===== src/hdl/selective_repeat_receive_window_defines.svh =====
// Assertion macros used by the receive window top level.
`ifndef SELECTIVE_REPEAT_RECEIVE_WINDOW_DEFINES_SVH
`define SELECTIVE_REPEAT_RECEIVE_WINDOW_DEFINES_SVH

// Same-cycle implication, checked on every rising edge outside reset.
`define SRRW_ASSERT_NOW(lbl, ante, cons, msg) \
  lbl: assert property (@(posedge clk) disable iff (rst) (ante) |-> (cons)) else $error(msg);

// Next-cycle implication, checked on every rising edge outside reset.
`define SRRW_ASSERT_NEXT(lbl, ante, cons, msg) \
  lbl: assert property (@(posedge clk) disable iff (rst) (ante) |=> (cons)) else $error(msg);

`endif


===== src/hdl/srrw_pkg.sv =====
// Shared types and constants of the selective-repeat receive window.
package srrw_pkg;

  localparam int WINDOW_DEPTH_DEFAULT = 32;
  localparam int SEQ_W = 16;
  localparam int LEN_W = 11;
  localparam int TAG_W = 16;
  localparam int CFG_W = 6;
  localparam logic [LEN_W-1:0] PAYLOAD_MAX = 11'd1024;
  localparam logic [CFG_W-1:0] WINDOW_SIZE_RESET = 6'd32;

  localparam logic [1:0] OP_SYN  = 2'd0;
  localparam logic [1:0] OP_DATA = 2'd1;
  localparam logic [1:0] OP_FIN  = 2'd2;

  localparam logic [1:0] KIND_DELIVER = 2'd0;
  localparam logic [1:0] KIND_SYN_ACK = 2'd1;
  localparam logic [1:0] KIND_ACK     = 2'd2;
  localparam logic [1:0] KIND_FIN_ACK = 2'd3;

  typedef struct packed {
    logic             arrived;
    logic [LEN_W-1:0] length;
    logic [TAG_W-1:0] tag;
  } slot_t;

  typedef struct packed {
    logic clear;
    logic shift;
    logic write;
    logic trim;
  } cell_ctrl_t;

endpackage


===== src/hdl/selective_repeat_receive_window.sv =====
// Top level of the selective-repeat receive window for one connection.
//
// Packets enter on the s_ stream, one beat per packet, the kind in s_tuser.
// Results leave on the m_ stream; m_tlast marks the final result of a packet.
// The window size register is to be written through cfg_wr_en/cfg_wr_data
// only while idle; the block itself does not enforce it. A SYN or FIN is
// accepted, and the output register is then loaded from the emit state. A
// data packet is accepted and stored; then each released slot is sent as the
// slot row shifts toward the base, the head is found empty and the ACK is
// loaded. Packets that cause no result are only accepted. Delivery runs
// through the slot row one entry per cycle while the output register is free.
// A packet is accepted only while no earlier packet is still at work; a new
// packet is taken while the last result still waits in the output register.
// When the receiver stalls, the block holds its result and waits with it.
// Reset closes the connection, clears all arrival marks at once, zeroes the
// window base and sets the window size to 32; no clearing pass is needed.
`include "selective_repeat_receive_window_defines.svh"

module selective_repeat_receive_window #(
  parameter int WINDOW_DEPTH = srrw_pkg::WINDOW_DEPTH_DEFAULT
) (
  input  logic        clk,
  input  logic        rst,
  input  logic        s_tvalid,
  output logic        s_tready,
  // seq[15:0], payload_length[26:16], payload_tag[42:27], zero fill above
  input  logic [47:0] s_tdata,
  // op[1:0]
  input  logic [1:0]  s_tuser,
  output logic        m_tvalid,
  input  logic        m_tready,
  // number[15:0], out_length[26:16], out_tag[42:27], advertised_window[48:43],
  // zero fill above
  output logic [55:0] m_tdata,
  // kind[1:0]
  output logic [1:0]  m_tuser,
  output logic        m_tlast,
  input  logic        cfg_wr_en,
  input  logic [srrw_pkg::CFG_W-1:0] cfg_wr_data
);
  import srrw_pkg::*;

  localparam int OFS_W = (WINDOW_DEPTH > 1) ? $clog2(WINDOW_DEPTH) : 1;
  localparam int WIN_W = $clog2(WINDOW_DEPTH + 1);

  typedef enum logic [1:0] {
    ST_IDLE,
    ST_DELIVER,
    ST_EMIT
  } state_t;

  state_t           state;
  logic             connected;
  logic [SEQ_W-1:0] window_base;
  logic [SEQ_W-1:0] last_acked;
  logic [CFG_W-1:0] window_size;
  logic [1:0]       pend_kind;
  logic [SEQ_W-1:0] pend_number;
  logic [SEQ_W-1:0] out_number;
  logic [LEN_W-1:0] out_length;
  logic [TAG_W-1:0] out_tag;
  logic [CFG_W-1:0] out_adv;

  logic [1:0]       in_op;
  logic [SEQ_W-1:0] in_seq;
  logic [LEN_W-1:0] in_len_raw;
  logic [LEN_W-1:0] in_len;
  logic [TAG_W-1:0] in_tag;
  logic [WIN_W-1:0] eff_w;
  logic [SEQ_W-1:0] seq_ofs;
  logic             in_window;
  logic             is_old;
  logic             accept;
  logic             out_free;
  logic             load_out;
  cell_ctrl_t       ctrl;
  slot_t            wr_slot;
  slot_t            head;

  assign in_op      = s_tuser;
  assign in_seq     = s_tdata[15:0];
  assign in_len_raw = s_tdata[26:16];
  assign in_tag     = s_tdata[42:27];
  assign in_len     = (in_len_raw > PAYLOAD_MAX) ? PAYLOAD_MAX : in_len_raw;

  always_comb begin
    if (window_size == '0) begin
      eff_w = WIN_W'(1);
    end else if (window_size > CFG_W'(WINDOW_DEPTH)) begin
      eff_w = WIN_W'(WINDOW_DEPTH);
    end else begin
      eff_w = window_size[WIN_W-1:0];
    end
  end

  // Modular offset from the base; the upper half of the space is behind it.
  assign seq_ofs   = in_seq - window_base;
  assign in_window = seq_ofs < SEQ_W'(eff_w);
  assign is_old    = seq_ofs[SEQ_W-1];

  assign s_tready = (state == ST_IDLE);
  assign accept   = s_tvalid && s_tready;
  assign out_free = !m_tvalid || m_tready;
  // A new beat is loaded into the output register in this cycle.
  assign load_out = ((state == ST_DELIVER) && head.arrived && out_free) ||
                    ((state == ST_EMIT) && out_free);

  always_comb begin
    ctrl.clear = accept && ((in_op == OP_SYN) || ((in_op == OP_FIN) && connected));
    ctrl.trim  = accept && (in_op == OP_DATA) && connected;
    ctrl.write = ctrl.trim && in_window;
    ctrl.shift = (state == ST_DELIVER) && head.arrived && out_free;
    wr_slot.arrived = 1'b1;
    wr_slot.length  = in_len;
    wr_slot.tag     = in_tag;
  end

  srrw_chain #(
    .WINDOW_DEPTH (WINDOW_DEPTH)
  ) u_chain (
    .clk     (clk),
    .rst     (rst),
    .ctrl    (ctrl),
    .wr_ofs  (seq_ofs[OFS_W-1:0]),
    .win     (eff_w),
    .wr_slot (wr_slot),
    .head    (head)
  );

  always_ff @(posedge clk) begin
    if (rst) begin
      window_size <= WINDOW_SIZE_RESET;
    end else if (cfg_wr_en) begin
      window_size <= cfg_wr_data;
    end
  end

  always_ff @(posedge clk) begin
    if (rst) begin
      state       <= ST_IDLE;
      connected   <= 1'b0;
      window_base <= '0;
      last_acked  <= '0;
      m_tvalid    <= 1'b0;
    end else begin
      if (m_tvalid && m_tready && !load_out) begin
        m_tvalid <= 1'b0;
      end
      case (state)
        ST_IDLE: begin
          if (accept) begin
            case (in_op)
              OP_SYN: begin
                connected   <= 1'b1;
                window_base <= in_seq + SEQ_W'(1);
                last_acked  <= in_seq;
                pend_kind   <= KIND_SYN_ACK;
                pend_number <= in_seq;
                state       <= ST_EMIT;
              end
              OP_DATA: begin
                if (connected) begin
                  if (in_window) begin
                    state <= ST_DELIVER;
                  end else begin
                    if (is_old) begin
                      last_acked <= in_seq;
                    end
                    pend_kind   <= KIND_ACK;
                    pend_number <= is_old ? in_seq : last_acked;
                    state       <= ST_EMIT;
                  end
                end
              end
              OP_FIN: begin
                if (connected) begin
                  connected   <= 1'b0;
                  pend_kind   <= KIND_FIN_ACK;
                  pend_number <= in_seq;
                  state       <= ST_EMIT;
                end
              end
              default: begin
              end
            endcase
          end
        end
        ST_DELIVER: begin
          if (!head.arrived) begin
            pend_kind   <= KIND_ACK;
            pend_number <= last_acked;
            state       <= ST_EMIT;
          end else if (out_free) begin
            m_tvalid    <= 1'b1;
            m_tuser     <= KIND_DELIVER;
            m_tlast     <= 1'b0;
            out_number  <= window_base;
            out_length  <= head.length;
            out_tag     <= head.tag;
            out_adv     <= '0;
            last_acked  <= window_base;
            window_base <= window_base + SEQ_W'(1);
          end
        end
        ST_EMIT: begin
          if (out_free) begin
            m_tvalid   <= 1'b1;
            m_tuser    <= pend_kind;
            m_tlast    <= 1'b1;
            out_number <= pend_number;
            out_length <= '0;
            out_tag    <= '0;
            out_adv    <= CFG_W'(eff_w);
            state      <= ST_IDLE;
          end
        end
        default: begin
          state <= ST_IDLE;
        end
      endcase
    end
  end

  assign m_tdata = {7'b0, out_adv, out_tag, out_length, out_number};

  `SRRW_ASSERT_NOW(a_last_on_ack, m_tvalid, m_tlast == (m_tuser != KIND_DELIVER), "bad tlast")
  `SRRW_ASSERT_NEXT(a_base_step, ctrl.shift, window_base == $past(window_base) + SEQ_W'(1), "base skip")
  `SRRW_ASSERT_NEXT(a_store_deliver, ctrl.write, state == ST_DELIVER && !s_tready, "bad store")

endmodule


===== src/hdl/srrw_cell.sv =====
// One receive slot: holds a packet handle and shifts it toward the window base.
module srrw_cell (
  input  logic               clk,
  input  logic               rst,
  input  srrw_pkg::cell_ctrl_t ctrl,
  input  srrw_pkg::slot_t    upper,
  input  srrw_pkg::slot_t    wr_slot,
  output srrw_pkg::slot_t    slot
);
  import srrw_pkg::*;

  always_ff @(posedge clk) begin
    if (rst) begin
      slot.arrived <= 1'b0;
    end else if (ctrl.clear) begin
      slot.arrived <= 1'b0;
    end else if (ctrl.shift) begin
      slot.arrived <= upper.arrived;
    end else if (ctrl.write) begin
      slot.arrived <= 1'b1;
    end else if (ctrl.trim) begin
      slot.arrived <= 1'b0;
    end

    if (ctrl.shift) begin
      slot.length <= upper.length;
      slot.tag    <= upper.tag;
    end else if (ctrl.write) begin
      slot.length <= wr_slot.length;
      slot.tag    <= wr_slot.tag;
    end
  end

endmodule


===== src/hdl/srrw_chain.sv =====
// Row of receive slots indexed by offset from the window base.
module srrw_chain #(
  parameter int WINDOW_DEPTH = srrw_pkg::WINDOW_DEPTH_DEFAULT,
  localparam int OFS_W = (WINDOW_DEPTH > 1) ? $clog2(WINDOW_DEPTH) : 1,
  localparam int WIN_W = $clog2(WINDOW_DEPTH + 1)
) (
  input  logic                 clk,
  input  logic                 rst,
  input  srrw_pkg::cell_ctrl_t ctrl,
  input  logic [OFS_W-1:0]     wr_ofs,
  input  logic [WIN_W-1:0]     win,
  input  srrw_pkg::slot_t      wr_slot,
  output srrw_pkg::slot_t      head
);
  import srrw_pkg::*;

  slot_t slots [WINDOW_DEPTH+1];

  // The slot past the end feeds an empty entry in on every shift.
  assign slots[WINDOW_DEPTH] = '0;
  assign head = slots[0];

  for (genvar i = 0; i < WINDOW_DEPTH; i++) begin : g_cell
    cell_ctrl_t cc;

    always_comb begin
      cc.clear = ctrl.clear;
      cc.shift = ctrl.shift;
      cc.write = ctrl.write && (wr_ofs == OFS_W'(i));
      cc.trim  = ctrl.trim && (win <= WIN_W'(i));
    end

    srrw_cell u_cell (
      .clk     (clk),
      .rst     (rst),
      .ctrl    (cc),
      .upper   (slots[i+1]),
      .wr_slot (wr_slot),
      .slot    (slots[i])
    );
  end

endmodule

===== config.mk =====
export PLATFORM = sky130hd
export DESIGN_NAME = selective_repeat_receive_window
export DESIGN_NICKNAME = d
export VERILOG_FILES = /design/src/hdl/srrw_pkg.sv /design/src/hdl/selective_repeat_receive_window.sv /design/src/hdl/srrw_cell.sv /design/src/hdl/srrw_chain.sv
export VERILOG_INCLUDE_DIRS = /design/src /design/src/hdl
export SDC_FILE = /design/constraint.sdc
export NUM_CORES = 1
export LEC_CHECK = 0
export ABC_CLOCK_PERIOD_IN_PS = 12100
export BUFFER_PORTS_ARGS = -buffer_cell sky130_fd_sc_hd__buf_2
export CORE_MARGIN = 5
export CORE_UTILIZATION = 55
export CTS_CLUSTER_SIZE = 12
export DETAILED_ROUTE_END_ITERATION = 10
export PLACE_DENSITY = 0.72
export SLEW_MARGIN = 20
export SYNTH_ARGS = -nofsm -noshare
export SYNTH_HDL_FRONTEND = slang
export SYNTH_SLANG_ARGS = --single-unit

===== constraint.sdc =====
create_clock -name clk -period 12.1 [get_ports clk]
set_input_delay 2.42 -clock clk [delete_from_list [all_inputs] [get_ports clk]]
set_output_delay 2.42 -clock clk [all_outputs]
set_load 0.02 [all_outputs]

==> results.tsv <==
metric	value	unit
status	completed	
largest net degree at the start of global routing	264	
Clock Latency Late Sink	0.64	ns
Max Fanout on Critical Path	27	
Via density	6.019	
# setup viols final	0	
Post-CTS Setup Inserts	0	
clk buf depth	3	
routed wire length	85590	um
placed wire-length estimate	54240	um
clock-pin slew on the worst setup and hold paths	0.06	ns
CTS tree	built	
Final Power	7.209	mW
ys flop type	edfxtp_1	
port bufs	109	
Syn Inst Count	3087	
Setup Skew	0.03387	ns
GP Congestion	0.8887	
worst slew pin tran	1.155	ns
Initial Util	55.57	%
drt initial violations	2309	
total die area	0.08251	mm^2
post-DR wirelength/cell	20.60	um
most used routing layer	met2	
met2 Use GR	34.12	%
main area contributors after synthesis	edfxtp_1 64%, a21o_1 15%, dfxtp_1 4.8%	
RSZ-0062 raised after global routing	false	
Setup TNS Final	0	ns
Num CTS Buffers	101	
Max H-tree Level	3	
die width	287.3	um
Clock power frac	39.9	%
die span in y	287.3	um
via count	25010	
I/O pins	122	
# diodes	0	
cell internal pwr	5.646	mW
Routed Antenna Nets	0	
Cell Rows	101	
Mapped Area	0.04228	mm^2
Final Cycle Share	70.04	%
distinct cell type count after synthesis	75	
Flop pwr share	53.3	%
number of global-route vias before repair	25750	
Area Growth Syn to Fin	10.13	%
number of fill cells	5729	
total track usage	20.53	%
Core Region	0.07608	mm^2
post-synth top area share	64.42	%
worst vdd ir	0.1160	mV
Req. time, crit path	12.39	ns
CP startpoint kind	input port	
clk sink count	1008	
PwrDens	154.8	mW/mm^2
Hold Crit Class	reg -> reg	
synthesis-stage register bit count	1008	
leak pwr	19.74	nW
CP Class	in -> reg	
Synth area leader	edfxtp_1	
hold violation total from the final report	0	
Ys Warns	0	
Overflow after GRT	0	
DRC	0	
first-pass GRT wire length	137900	um
CTS resizes	0	
worst rel slew slack	23.00	%
fin nets	3152	
Peak Freq	118.0	MHz
min Tclk post-route	8.474	ns
Post-synth ARST share	0	%
sequential cell area fraction in the yosys report	69.20	%
hold buffer count at cts	0	
share of cells above drive strength 1	11.20	%
type of destination of the critical path	register	
met1 Usage GRT	28.45	%
Initial DRT Pass Iterations	5	
flop2flop setup slack	5.12	ns
Gate power share	6.8	%
mean area per synthesized cell	13.70	um^2
net switching power figure	1.563	mW
maxcap violations	0	
number of synthesized flops with an enable pin	907	
Worst EP arrival	8.76	ns
clk root buf	clkbuf_16	
initial antenna violation count	0	
Sw Ratio	21.68	%
GR Util met3	3.529	%
Slew Viols, Final	0	
==> flip-flops by register name, summed over array words and instances (netlist names) <==
name and count:
out_number 16, out_length 11, window_base 16, m_tuser 2, out_tag 16, last_acked 16
connected 1, u_chain.g_cell.u_cell.slot 896, state 2, m_tvalid 1, pend_number 16, window_size 6
out_adv 6, m_tlast 1, pend_kind 2
==> layout make-up <==
class                      count  area, um^2  share of cell area [%]
timing repair buffer         166       998.5                   2.144
clock inverter                22       187.7                  0.4031
tap                         1030        1289                   2.768
clock buffer                 144        2801                   6.017
inverter                      57       214.0                  0.4595
sequential                  1008       29260                   62.84
multi-input combinational   1728       11810                   25.37
==> Yosys cell counts, types with 28 or more instances <==
master,instances
edfxtp_1,907
a21o_1,849
clkbuf_1,211
nand2_1,126
o21ai_0,119
a21oi_1,116
dfxtp_1,101
buf_1,77
nor2_1,65
inv_1,53
nand3_1,48
nor2b_1,40
ha_1,28
==> power by group through the flow <==
| stage | clock network, mW | logic, mW | registers, mW |
|---|---|---|---|
| 4_1_cts | 2.93 | 0.492 | 3.84 |
| 3_3_place_gp | 0 | 0.474 | 3.91 |
| 2_1_floorplan | 0 | 0.333 | 3.92 |
| 6_report | 2.87 | 0.493 | 3.84 |
| 3_5_place_dp | 0 | 0.487 | 3.91 |
| 5_1_grt | 3.08 | 0.543 | 3.84 |
==> per-stage QoR <==
stage | util, % | cell area [um^2] | std cells | setup WS [ns] | hold WS (ns)
3_3_place_gp | 57.21 | 43520 | 3989 | 3.232 | 0.4434
5_1_grt | 61.20 | 46560 | 4155 | 3.220 | 0.4741
4_1_cts | 61.14 | 46510 | 4155 | 3.751 | 0.4542
3_5_place_dp | 57.21 | 43520 | 3989 | 3.099 | 0.4457
6_report | 61.20 | 46560 | 4155 | 3.626 | 0.4522
2_1_floorplan | - | 42300 | 3093 | 3.909 | 0.4324
==> final timing paths <==
check	depth (start not counted)	endpoint	startpoint
setup / recovery	19	u_chain.g_cell[14].u_cell.slot[5]	s_tdata[0]
hold / removal	2	u_chain.g_cell[31].u_cell.slot[27]	u_chain.g_cell[31].u_cell.slot[27]
setup reg to reg	17	u_chain.g_cell[14].u_cell.slot[5]	window_base[0]
hold reg to reg	2	u_chain.g_cell[31].u_cell.slot[27]	u_chain.g_cell[31].u_cell.slot[27]
==> layout by cell type (no fill, tap or decap), types with 8 or more instances in the layout <==
master	synthesis	final
edfxtp_1	907	907
a21o_1	849	849
nand2_1	126	118
a21oi_1	116	115
buf_2	3	109
o21ai_0	119	107
clkbuf_16	0	103
dfxtp_1	101	101
nor2_1	65	63
buf_4	7	55
inv_1	53	53
nand3_1	48	47
nor2b_1	40	40
clkbuf_1	211	34
and2_1	27	30
nor3_1	26	26
ha_1	28	25
a2111oi_0	19	19
mux2i_1	18	18
a211oi_1	18	18
a31oi_1	19	18
nand4_1	16	16
nor4_1	15	15
o31ai_1	16	15
clkinv_1	4	13
nand4b_1	12	12
o21ai_2	0	12
o211ai_1	9	9
nand2b_1	8	8
nand2_2	0	8
==> worst max-delay path, stage by stage <==
cell and delay (ns):
buf_2 0.14, inv_1 0.08, ha_1 0.16, inv_1 0.05
fa_1 0.40, a21o_1 0.21, a21oi_1 0.23, xor2_1 0.45
clkinv_1 0.38, ha_1 0.30, a221oi_1 0.34, o211ai_1 0.17
a311oi_1 0.29, o211ai_1 0.20, nor4_4 0.85, buf_4 0.47
nand4_1 0.76, o21ai_2 0.42, buf_4 0.40
==> routing by layer <==
layer | wire, um | part of all wire, %
met5 | 0 | 0
met3 | 5188 | 6.1
met2 | 41210 | 48
met4 | 1665 | 1.9
met1 | 37530 | 44
==> cells by family (layout without fill, tap and decap cells) <==
family          after synthesis  count (layout)  share of synthesized area, %
flops                      1008            1008                         69.20
compound gates             1226            1226                         20.60
buf+inv                     357             389                         3.276
fa+ha+maj                    29              29                        0.8760
mux                          25              25                        0.6126
other cells                   1               7                      0.008870
simple gates                434             434                         5.280
xor+xnor                      7               7                        0.1450
(Power assumes the default switching activity.)
